$ cat config.mk
export PLATFORM = sky130hd
export DESIGN_NAME = cpu_8bit_alu_with_flags_core
export DESIGN_NICKNAME = d
export VERILOG_FILES = /design/src/design/c8alu_pkg.sv /design/src/design/cpu_8bit_alu_with_flags_core.sv /design/src/design/c8alu_in_stage.sv /design/src/design/c8alu_exec.sv /design/src/design/c8alu_out_stage.sv
export SDC_FILE = /design/constraint.sdc
export NUM_CORES = 1
export LEC_CHECK = 0
export BUFFER_PORTS_ARGS = -buffer_cell sky130_fd_sc_hd__buf_2
export CAP_MARGIN = 20
export CORE_MARGIN = 2
export CORE_UTILIZATION = 50
export CTS_CLUSTER_DIAMETER = 60
export CTS_CLUSTER_SIZE = 30
export DETAILED_ROUTE_END_ITERATION = 6
export HOLD_SLACK_MARGIN = 0.15
export MAX_ROUTING_LAYER = met4
export PLACE_DENSITY_LB_ADDON = 0.12
export SYNTH_ARGS = -nofsm -noshare
export SYNTH_HDL_FRONTEND = slang
export SYNTH_SLANG_ARGS = --single-unit
$ cat constraint.sdc
create_clock -name clock -period 3.9 [get_ports clock]
set_input_delay 0.39 -clock clock [delete_from_list [all_inputs] [get_ports clock]]
set_output_delay 0.39 -clock clock [all_outputs]
set_load 0.05 [all_outputs]
$ cat src/design/c8alu_pkg.sv
// Shared types and constants for the 8-bit ALU with flags.
`default_nettype none
package c8alu_pkg;

   localparam int unsigned DATA_W = 8;
   localparam int unsigned FLAGS_W = 4;

   localparam int unsigned FLAG_C = 0;
   localparam int unsigned FLAG_Z = 1;
   localparam int unsigned FLAG_V = 2;
   localparam int unsigned FLAG_N = 3;

   typedef enum logic [3:0] {
      CMD_LOAD = 4'd0,
      CMD_CMP  = 4'd1,
      CMD_CPX  = 4'd2,
      CMD_CPY  = 4'd3,
      CMD_AND  = 4'd4,
      CMD_ORA  = 4'd5,
      CMD_EOR  = 4'd6,
      CMD_BIT  = 4'd7,
      CMD_ASL  = 4'd8,
      CMD_LSR  = 4'd9,
      CMD_ROL  = 4'd10,
      CMD_ROR  = 4'd11,
      CMD_ADC  = 4'd12,
      CMD_SBC  = 4'd13,
      CMD_DEC  = 4'd14,
      CMD_INC  = 4'd15
   } cmd_type;

   typedef logic [DATA_W-1:0] byte_type;

   typedef struct packed {
      cmd_type              command;
      byte_type             operand;
      byte_type             accumulator;
      byte_type             x_value;
      byte_type             y_value;
      logic [FLAGS_W-1:0]   flags_in;
   } req_type;

   typedef struct packed {
      byte_type result;
      logic     negative;
      logic     zero_flag;
      logic     carry_out;
      logic     overflow_out;
   } rsp_type;

endpackage
`default_nettype wire

$ cat src/design/cpu_8bit_alu_with_flags_core.sv
// 8-bit ALU with N, Z, C, V flags (6502 binary-mode rules).
// Request channel (req_*): one beat carries the command, operand, A, X, Y
// and the old flags; it is taken on a clock edge with req_valid high and
// req_stall low. Response channel (rsp_*): one beat per request, carrying
// the result byte and the new flags, taken when rsp_valid is high and
// rsp_stall low.
// A request beat passes through the input register, the ALU logic and the
// result register. Throughput: one beat per cycle while rsp_stall is low; the
// ALU is a single combinational pass between the two registers.
// When rsp_stall is held, the result register keeps its beat, the input
// register fills, and req_stall rises only once both are full; a new
// request is still taken while a finished result waits.
// Reset (synchronous, active high) empties both registers; the block holds
// no other state.
`default_nettype none
module cpu_8bit_alu_with_flags_core (
   input  wire logic       clock,
   input  wire logic       reset,
   input  wire logic       req_valid,
   output logic            req_stall,
   input  wire logic [3:0] req_command,
   input  wire logic [7:0] req_operand,
   input  wire logic [7:0] req_accumulator,
   input  wire logic [7:0] req_x_value,
   input  wire logic [7:0] req_y_value,
   input  wire logic [3:0] req_flags_in,
   output logic            rsp_valid,
   input  wire logic       rsp_stall,
   output logic [7:0]      rsp_result,
   output logic            rsp_negative,
   output logic            rsp_zero_flag,
   output logic            rsp_carry_out,
   output logic            rsp_overflow_out
);
   import c8alu_pkg::*;

   req_type req_beat;
   req_type op;
   rsp_type alu_res;
   rsp_type rsp_beat;
   logic    op_valid;
   logic    op_ready;

   assign req_beat.command     = cmd_type'(req_command);
   assign req_beat.operand     = req_operand;
   assign req_beat.accumulator = req_accumulator;
   assign req_beat.x_value     = req_x_value;
   assign req_beat.y_value     = req_y_value;
   assign req_beat.flags_in    = req_flags_in;

   c8alu_in_stage u_in_stage (
      .clock     (clock),
      .reset     (reset),
      .in_valid  (req_valid),
      .in_stall  (req_stall),
      .in_data   (req_beat),
      .out_valid (op_valid),
      .out_ready (op_ready),
      .out_data  (op)
   );

   c8alu_exec u_exec (
      .op  (op),
      .res (alu_res)
   );

   c8alu_out_stage u_out_stage (
      .clock     (clock),
      .reset     (reset),
      .in_valid  (op_valid),
      .in_ready  (op_ready),
      .in_data   (alu_res),
      .out_valid (rsp_valid),
      .out_stall (rsp_stall),
      .out_data  (rsp_beat)
   );

   assign rsp_result       = rsp_beat.result;
   assign rsp_negative     = rsp_beat.negative;
   assign rsp_zero_flag    = rsp_beat.zero_flag;
   assign rsp_carry_out    = rsp_beat.carry_out;
   assign rsp_overflow_out = rsp_beat.overflow_out;

`ifndef ASSERT_OFF
   a_stall_only_when_full: assert property (@(posedge clock) disable iff (reset)
      req_stall |-> (op_valid && rsp_valid && rsp_stall))
      else $error("request stalled while a register stage is free");

   a_req_beat_lands: assert property (@(posedge clock) disable iff (reset)
      (req_valid && !req_stall) |=> op_valid)
      else $error("accepted request beat lost from input register");

   a_op_moves_on: assert property (@(posedge clock) disable iff (reset)
      (op_valid && !rsp_stall) |=> rsp_valid)
      else $error("operation did not reach the result register");
`endif
endmodule
`default_nettype wire

$ cat src/design/c8alu_in_stage.sv
// Input register stage: captures one request beat.
`default_nettype none
module c8alu_in_stage (
   input  wire logic               clock,
   input  wire logic               reset,
   input  wire logic               in_valid,
   output logic                    in_stall,
   input  wire c8alu_pkg::req_type in_data,
   output logic                    out_valid,
   input  wire logic               out_ready,
   output c8alu_pkg::req_type      out_data
);
   import c8alu_pkg::*;

   logic    valid_ff;
   logic    valid_in;
   req_type data_ff;
   logic    take;

   assign in_stall = valid_ff & ~out_ready;
   assign take     = in_valid & ~in_stall;
   assign valid_in = take | (valid_ff & ~out_ready);

   always_ff @(posedge clock) begin
      if (reset) begin
         valid_ff <= 1'b0;
      end else begin
         valid_ff <= valid_in;
      end
   end

   always_ff @(posedge clock) begin
      if (take) begin
         data_ff <= in_data;
      end
   end

   assign out_valid = valid_ff;
   assign out_data  = data_ff;
endmodule
`default_nettype wire

$ cat src/design/c8alu_exec.sv
// Combinational ALU: result byte and N, Z, C, V for one operation.
`default_nettype none
module c8alu_exec (
   input  wire c8alu_pkg::req_type op,
   output c8alu_pkg::rsp_type      res
);
   import c8alu_pkg::*;

   byte_type         m;
   byte_type         a;
   byte_type         cmp_reg;
   logic [DATA_W:0]  cmp_diff;
   byte_type         add_b;
   logic [DATA_W:0]  add_sum;
   logic             add_v;
   logic             cin;
   logic             vin;
   byte_type         r;
   logic             n;
   logic             z;
   logic             c;
   logic             v;
   logic             nz_from_r;

   assign m   = op.operand;
   assign a   = op.accumulator;
   assign cin = op.flags_in[FLAG_C];
   assign vin = op.flags_in[FLAG_V];

   always_comb begin
      case (op.command)
         CMD_CPX: cmp_reg = op.x_value;
         CMD_CPY: cmp_reg = op.y_value;
         default: cmp_reg = a;
      endcase
   end

   assign cmp_diff = {1'b0, cmp_reg} - {1'b0, m};
   assign add_b    = (op.command == CMD_SBC) ? ~m : m;
   assign add_sum  = {1'b0, a} + {1'b0, add_b} + {{DATA_W{1'b0}}, cin};
   assign add_v    = ~(a[DATA_W-1] ^ add_b[DATA_W-1]) & (a[DATA_W-1] ^ add_sum[DATA_W-1]);

   always_comb begin
      r         = m;
      n         = 1'b0;
      z         = 1'b0;
      c         = cin;
      v         = vin;
      nz_from_r = 1'b1;
      case (op.command)
         CMD_LOAD: r = m;
         CMD_CMP, CMD_CPX, CMD_CPY: begin
            n         = cmp_diff[DATA_W-1];
            z         = (cmp_reg == m);
            c         = ~cmp_diff[DATA_W];
            nz_from_r = 1'b0;
         end
         CMD_AND: r = a & m;
         CMD_ORA: r = a | m;
         CMD_EOR: r = a ^ m;
         CMD_BIT: begin
            n         = m[DATA_W-1];
            v         = m[DATA_W-2];
            z         = ((a & m) == '0);
            nz_from_r = 1'b0;
         end
         CMD_ASL: begin
            c = m[DATA_W-1];
            r = {m[DATA_W-2:0], 1'b0};
         end
         CMD_LSR: begin
            c = m[0];
            r = {1'b0, m[DATA_W-1:1]};
         end
         CMD_ROL: begin
            c = m[DATA_W-1];
            r = {m[DATA_W-2:0], cin};
         end
         CMD_ROR: begin
            c = m[0];
            r = {cin, m[DATA_W-1:1]};
         end
         CMD_ADC, CMD_SBC: begin
            r = add_sum[DATA_W-1:0];
            c = add_sum[DATA_W];
            v = add_v;
         end
         CMD_DEC: r = m - byte_type'(1);
         CMD_INC: r = m + byte_type'(1);
         default: r = m;
      endcase
      if (nz_from_r) begin
         n = r[DATA_W-1];
         z = (r == '0);
      end
   end

   assign res.result       = r;
   assign res.negative     = n;
   assign res.zero_flag    = z;
   assign res.carry_out    = c;
   assign res.overflow_out = v;
endmodule
`default_nettype wire

$ cat src/design/c8alu_out_stage.sv
// Result register stage: holds one response beat until taken.
`default_nettype none
module c8alu_out_stage (
   input  wire logic               clock,
   input  wire logic               reset,
   input  wire logic               in_valid,
   output logic                    in_ready,
   input  wire c8alu_pkg::rsp_type in_data,
   output logic                    out_valid,
   input  wire logic               out_stall,
   output c8alu_pkg::rsp_type      out_data
);
   import c8alu_pkg::*;

   logic    valid_ff;
   logic    valid_in;
   rsp_type data_ff;
   logic    take;

   assign in_ready = ~valid_ff | ~out_stall;
   assign take     = in_valid & in_ready;
   assign valid_in = take | (valid_ff & out_stall);

   always_ff @(posedge clock) begin
      if (reset) begin
         valid_ff <= 1'b0;
      end else begin
         valid_ff <= valid_in;
      end
   end

   always_ff @(posedge clock) begin
      if (take) begin
         data_ff <= in_data;
      end
   end

   assign out_valid = valid_ff;
   assign out_data  = data_ff;
endmodule
`default_nettype wire

==> impl_metrics.csv, run 1 <==
group,metric,value,unit
sta,rsz0062_at_grt,"no",
die,rows,31,
sta,worst_slack,0.260,ns
sta,period_needed,3.64,ns
setup_path,path_common_cell,"fa_1",
cts,cts_root_buffer,"clkbuf_8",
synthesis,yosysWarnings,0,
sta,slew_headroom,33.1,%
cts,clk_pin_slew_worst_paths,0.10,ns
die,io_pins,58,
placed_design,placed_cell_area,0.00413,mm²
setup_path,path_class,"flip-flop to flip-flop",
sta,finalHoldViolCount,0,
worst_hold_path,hold_end,"u_in_stage.out_valid",
synthesis,ys.flop_type,"edfxtp_1",
setup_path,ff2ff_path_depth,12,
synthesis,synth_edf_count,50,
placed_design,io_buffers,55,
setup_path,rr_startpoint,"u_in_stage.out_data[37]",
die,die_h,90.2,µm
grt,grt_pass1_wl,14900,µm
cts,cts_tree,"yes",
synthesis,synthArstFlopShare,0,%
cts,ctsResizeCount,0,
pwr,p_per_area,344,mW/mm²
placed_design,dp_hpwl,6680,µm
setup_path,required,4.05,ns
placed_design,gp_congestion,0.927,
placed_design,dp_slack,0.307,ns
cts,clk_latency,0.31,ns
pwr,power.leakage,1.79,nW
sta,worstMarginPinSlew,1.00,ns
cells_and_area,final_net_count,512,
sta,fmax,0.275,GHz
sta,whs,0.243,ns
worst_hold_path,holdCritStartpoint,"reset",
cells_and_area,finalInstanceArea,0.00427,mm²
setup_path,cp_slowest_cell,"or4b_1",
pwr,p_clk_share,29.4,%
grt,gr-total-overflow,0,
setup_path,r2r_slack,0.26,ns
pwr,combPwrFrac,24.4,%
setup_path,path_cells,"and3b_1, nand2_2, xnor2_1, fa_1, inv_1, fa_1, a32o_1, a221oi_2, a31oi_1, or4b_1, or4_1, o31ai_2",
synthesis,synthCells,369,
placed_design,post-place-cells,519,
sta,setup_viol,0,
detailed_routing,vias_per_cell,5.81,
pwr,intPower,1.05,mW
die,core_region_area,0.00721,mm²
detailed_routing,routed_wl,8970,µm
cells_and_area,antennaDiodeCount,0,
synthesis,avgSynthCellArea,10.1,µm²
worst_hold_path,worst_hold_path.num_cells,2,
cts,clkSinkCount,52,
pwr,p_sw,417,µW
detailed_routing,detail_route.wl_per_cell,17.0,µm
detailed_routing,ant_nets,0,
worst_hold_path,hold_class,"primary input to flip-flop",
cells_and_area,layout_common_cells,"55 x buf_2, 50 x edfxtp_1, 37 x nor2_1, 37 x ha_1, 25 x a21oi_1",
detailed_routing,drc,0,
grt,grt_max_degree,39,
setup_path,critPathArrivalTime,3.79,ns
cts,postCtsSetupBuffers,0,
cells_and_area,drive_above_1_share,19.4,%
die,die_w,90.2,µm
cells_and_area,final_common_cell,"buf_2",
detailed_routing,vias,3064,
synthesis,seq_area_frac_synth,41.5,%
grt,grt_usage,23.5,%
die,start_util,51.5,%
setup_path,critPathMaxFanout,2,
setup_path,r2r_end,"u_out_stage.out_data[2]",
sta,slew_viol_final,0,
cts,htree_levels,2,
pwr,switching_share,28.4,%
synthesis,yosysUniqueCellTypes,62,
synthesis,netlist_area,0.00371,mm²
grt,first_global_vias,2954,
run_status,status,"complete, no violations",
synthesis,synth_top_area_share,40.4,%
synthesis,syn-num-nets,453,
sta,min_period_over_period,93.3,%
die,die-area,0.00814,mm²
cts,ctsLongestPathBuffers,2,
cts,cts_hold_buf,0,
run,cap_violations,0,
pwr,power_frac_seq,46.2,%
sta,fin_tns_setup,0,ns
synthesis,yosysTopAreaCell,"edfxtp_1",
detailed_routing,drt_iter0_drc,310,
detailed_routing,first_pass_iters,5,
setup_path,start_kind,"flip-flop",
setup_path,critical-path-max-stage-delay,0.54,ns
synthesis,ys_ff_latch,52,
cells_and_area,fin_cells,527,
grt,antenna_found_initial,0,
sta,clock_skew,0.00975,ns
setup_path,end_kind,"flip-flop",
synthesis,synthTopCellsByArea,"edfxtp_1 40%, ha_1 12%, nor2_1 3.7%, a21oi_1 3.4%, o21ai_0 3.1%",
cts,cts_buffers,5,
pwr,vdd_ir_drop_max,0.000158,V
cells_and_area,area_growth,14.8,%
[stage by stage]
stage / power, mW / utilization (%)
after floorplan: 0.939 / -
after global placement: 1.04 / 57.2
after detailed placement: 1.04 / 57.2
after CTS: 1.47 / 59.0
after global routing: 1.54 / 59.1
final: 1.47 / 59.1
[state kept, by name, summed over array words and instances (netlist names)]
signal	cells
u_out_stage.out_data	12
u_in_stage.out_valid	1
u_out_stage.out_valid	1
u_in_stage.out_data	38
[cells by family (layout without fill, tap and decap cells)]
logic type | after synthesis | count (layout) | share of synthesized area (%)
AO/OA/AOI/OAI | 99 | 99 | 17.8
XOR/XNOR | 14 | 14 | 3.30
adder cells (fa/ha/maj) | 40 | 40 | 14.1
buffers and inverters | 37 | 96 | 4.31
flip-flops | 52 | 52 | 41.5
multiplexers | 10 | 10 | 2.73
AND/OR/NAND/NOR | 117 | 117 | 16.3
[power groups by stage]
stage / clock (mW) / sequential, mW / combinational (mW)
after CTS: 0.439 / 0.678 / 0.354
after global routing: 0.458 / 0.682 / 0.398
after global placement: 0 / 0.690 / 0.345
after detailed placement: 0 / 0.691 / 0.352
final: 0.431 / 0.678 / 0.358
after floorplan: 0 / 0.717 / 0.222
[final cells by class]
cell class | count | area, µm²
clock buffer | 5 | 68.8
clock inverter | 2 | 60.1
fill | 645 | 2950
inverter | 22 | 82.6
multi-input combinational | 280 | 2020
sequential | 52 | 1540
tap | 99 | 124
timing repair buffer | 67 | 365
[worst max-delay path: cells and delay by family (launching register included)]
family,cells,cell delay (ns)
adder cells (fa/ha/maj),2,0.79
buffers and inverters,1,0.08
AO/OA/AOI/OAI,4,0.74
AND/OR/NAND/NOR,4,1.33
flip-flops,1,0.41
XOR/XNOR,1,0.13
[synthesized netlist by cell type, drive strengths merged, types with 4 or more instances]
master,count
a211oi,4
a21oi,25
a221oi,4
a22o,5
a31oi,8
and3,5
buf,9
clkbuf,6
edfxtp,50
ha,37
inv,22
mux2i,9
nand2,22
nand2b,6
nand3,8
nor2,37
nor2b,11
nor3,4
nor4,4
o211ai,4
o21ai,23
xnor2,11
[worst max-delay path by stage]
stage                                  from                       to  slack, ns  cells past startpoint
finish              u_in_stage.out_data[37]  u_out_stage.out_data[2]       0.26                     12
global route        u_in_stage.out_data[39]  u_out_stage.out_data[3]      0.008                     11
CTS                 u_in_stage.out_data[37]  u_out_stage.out_data[2]       0.26                     12
detailed placement  u_in_stage.out_data[37]  u_out_stage.out_data[2]       0.31                     12
global placement    u_in_stage.out_data[37]  u_out_stage.out_data[2]       0.32                     12
floorplan           u_in_stage.out_data[36]  u_out_stage.out_data[2]       0.05                     13
[layer usage]
| layer | vias up | track usage (%) | part of all wire (%) |
|---|---|---|---|
| li1 | 1491 | - | - |
| met1 | 1424 | 30.6 | 44 |
| met2 | 127 | 38.3 | 48 |
| met3 | 22 | 3.86 | 5.9 |
| met4 | 0 | 6.67 | 2.2 |
| met5 | - | - | 0 |
Note: power is estimated with default switching activity, not from simulation.
==> run 2: changes to the inputs <==
Settings changed: CORE_UTILIZATION 50 to 52.
==> impl_metrics.csv, run 2 (synthesis gave the netlist of run 1 again) <==
group,metric,value,unit
cells_and_area,final_common_cell,"buf_2",
pwr,p_per_area,342,mW/mm²
sta,finalHoldViolCount,0,
setup_path,path_class,"flip-flop to flip-flop",
cts,cts_hold_buf,0,
setup_path,end_kind,"flip-flop",
grt,first_global_vias,2743,
detailed_routing,ant_nets,0,
cells_and_area,drive_above_1_share,19.4,%
sta,setup_viol,0,
worst_hold_path,worst_hold_path.num_cells,2,
cts,ctsResizeCount,0,
cells_and_area,n_fill_cell,596,
placed_design,placed_cell_area,0.00412,mm²
cells_and_area,antennaDiodeCount,0,
setup_path,critPathArrivalTime,3.82,ns
placed_design,dp_hpwl,6400,µm
run_status,status,"complete, no violations",
die,die-area,0.00784,mm²
cells_and_area,layout_common_cells,"55 x buf_2, 50 x edfxtp_1, 37 x nor2_1, 37 x ha_1, 25 x a21oi_1",
cells_and_area,fin_cells,524,
sta,fin_tns_setup,0,ns
setup_path,ff2ff_path_depth,12,
worst_hold_path,hold_class,"primary input to flip-flop",
cts,htree_levels,2,
cells_and_area,final_net_count,512,
sta,clock_skew,0.0129,ns
grt,antenna_found_initial,0,
placed_design,post-place-cells,515,
cts,clkSinkCount,52,
grt,grt_usage,23.9,%
die,die_w,88.5,µm
detailed_routing,routed_wl,8590,µm
setup_path,required,4.05,ns
cells_and_area,area_growth,15.1,%
run,cap_violations,0,
cells_and_area,largest_register_ffs,38,
cells_and_area,finalInstanceArea,0.00427,mm²
detailed_routing,drc,0,
detailed_routing,vias,3068,
cts,clk_pin_slew_worst_paths,0.10,ns
pwr,vdd_ir_drop_max,0.000178,V
cts,postCtsSetupBuffers,0,
detailed_routing,detail_route.wl_per_cell,16.4,µm
sta,worstMarginPinSlew,0.779,ns
sta,slew_viol_final,0,
sta,fmax,0.273,GHz
cts,cts_root_buffer,"clkbuf_8",
grt,gr-total-overflow,0,
pwr,power.leakage,1.80,nW
cts,cts_tree,"yes",
cts,clk_latency,0.31,ns
die,start_util,54.1,%
sta,min_period_over_period,94.1,%
grt,grt_pass1_wl,13600,µm
detailed_routing,first_pass_iters,4,
placed_design,io_buffers,55,
grt,grt_max_degree,39,
placed_design,gp_congestion,0.959,
die,die_h,88.5,µm
sta,period_needed,3.67,ns
die,io_pins,58,
sta,whs,0.242,ns
die,core_region_area,0.00687,mm²
cts,ctsLongestPathBuffers,2,
setup_path,start_kind,"flip-flop",
die,rows,30,
sta,slew_headroom,48.0,%
setup_path,critPathMaxFanout,2,
detailed_routing,drt_iter0_drc,270,
cells_and_area,fin_util,62.2,%
sta,rsz0062_at_grt,"no",
cts,cts_buffers,5,
detailed_routing,vias_per_cell,5.85,
[run 2: cell counts in the layout (fill, tap and decap cells not counted)]
Identical to the previous run, type by type.
[run 2: area by class of cell]
cell class                 count  area, µm²  share of cell area (%)
clock inverter                 2       60.1                    1.41
inverter                      22       82.6                    1.93
multi-input combinational    280       2020                    47.3
clock buffer                   5       68.8                    1.61
timing repair buffer          67        378                    8.84
tap                           96        120                    2.81
sequential                    52       1540                    36.1
[run 2: through the flow]
step           power [mW]  setup WS (ns)
2_1_floorplan       0.939         0.0468
3_3_place_gp         1.03          0.333
3_5_place_dp         1.04          0.300
4_1_cts              1.47          0.227
5_1_grt              1.53         0.0742
6_report             1.46          0.230
[run 2: report_power, final]
| group | switching, mW | internal (mW) |
|---|---|---|
| Sequential | 0.0242 | 0.653 |
| Combinational | 0.211 | 0.145 |
| Clock | 0.177 | 0.253 |
[run 2: per-layer routing]
layer / track usage, % / share of wire (%) / vias up / wire [µm]
met1: 31.4 / 44 / 1433 / 3810
met5: - / 0 / - / 0
met2: 38.1 / 48 / 123 / 4160
met4: 7.30 / 1.7 / 0 / 149
li1: - / - / 1494 / -
met3: 3.82 / 5.4 / 18 / 468
[run 2: final timing paths]
check,startpoint,endpoint,slack [ns]
setup / recovery,u_in_stage.out_data[37],u_out_stage.out_data[2],0.23
hold / removal,reset,u_out_stage.out_valid,0.24
setup reg to reg,u_in_stage.out_data[37],u_out_stage.out_data[2],0.23
hold reg to reg,u_in_stage.out_valid,u_out_stage.out_valid,0.48
[run 2: worst max-delay path, stage by stage (launching register included)]
cell and delay, ns:
edfxtp_1 0.41, and3b_1 0.27, nand2_2 0.08, xnor2_1 0.14, fa_1 0.40, inv_1 0.10, fa_1 0.40, a32o_1 0.23
a221oi_2 0.18, a31oi_1 0.14, or4b_1 0.55, or4_1 0.44, o31ai_2 0.18
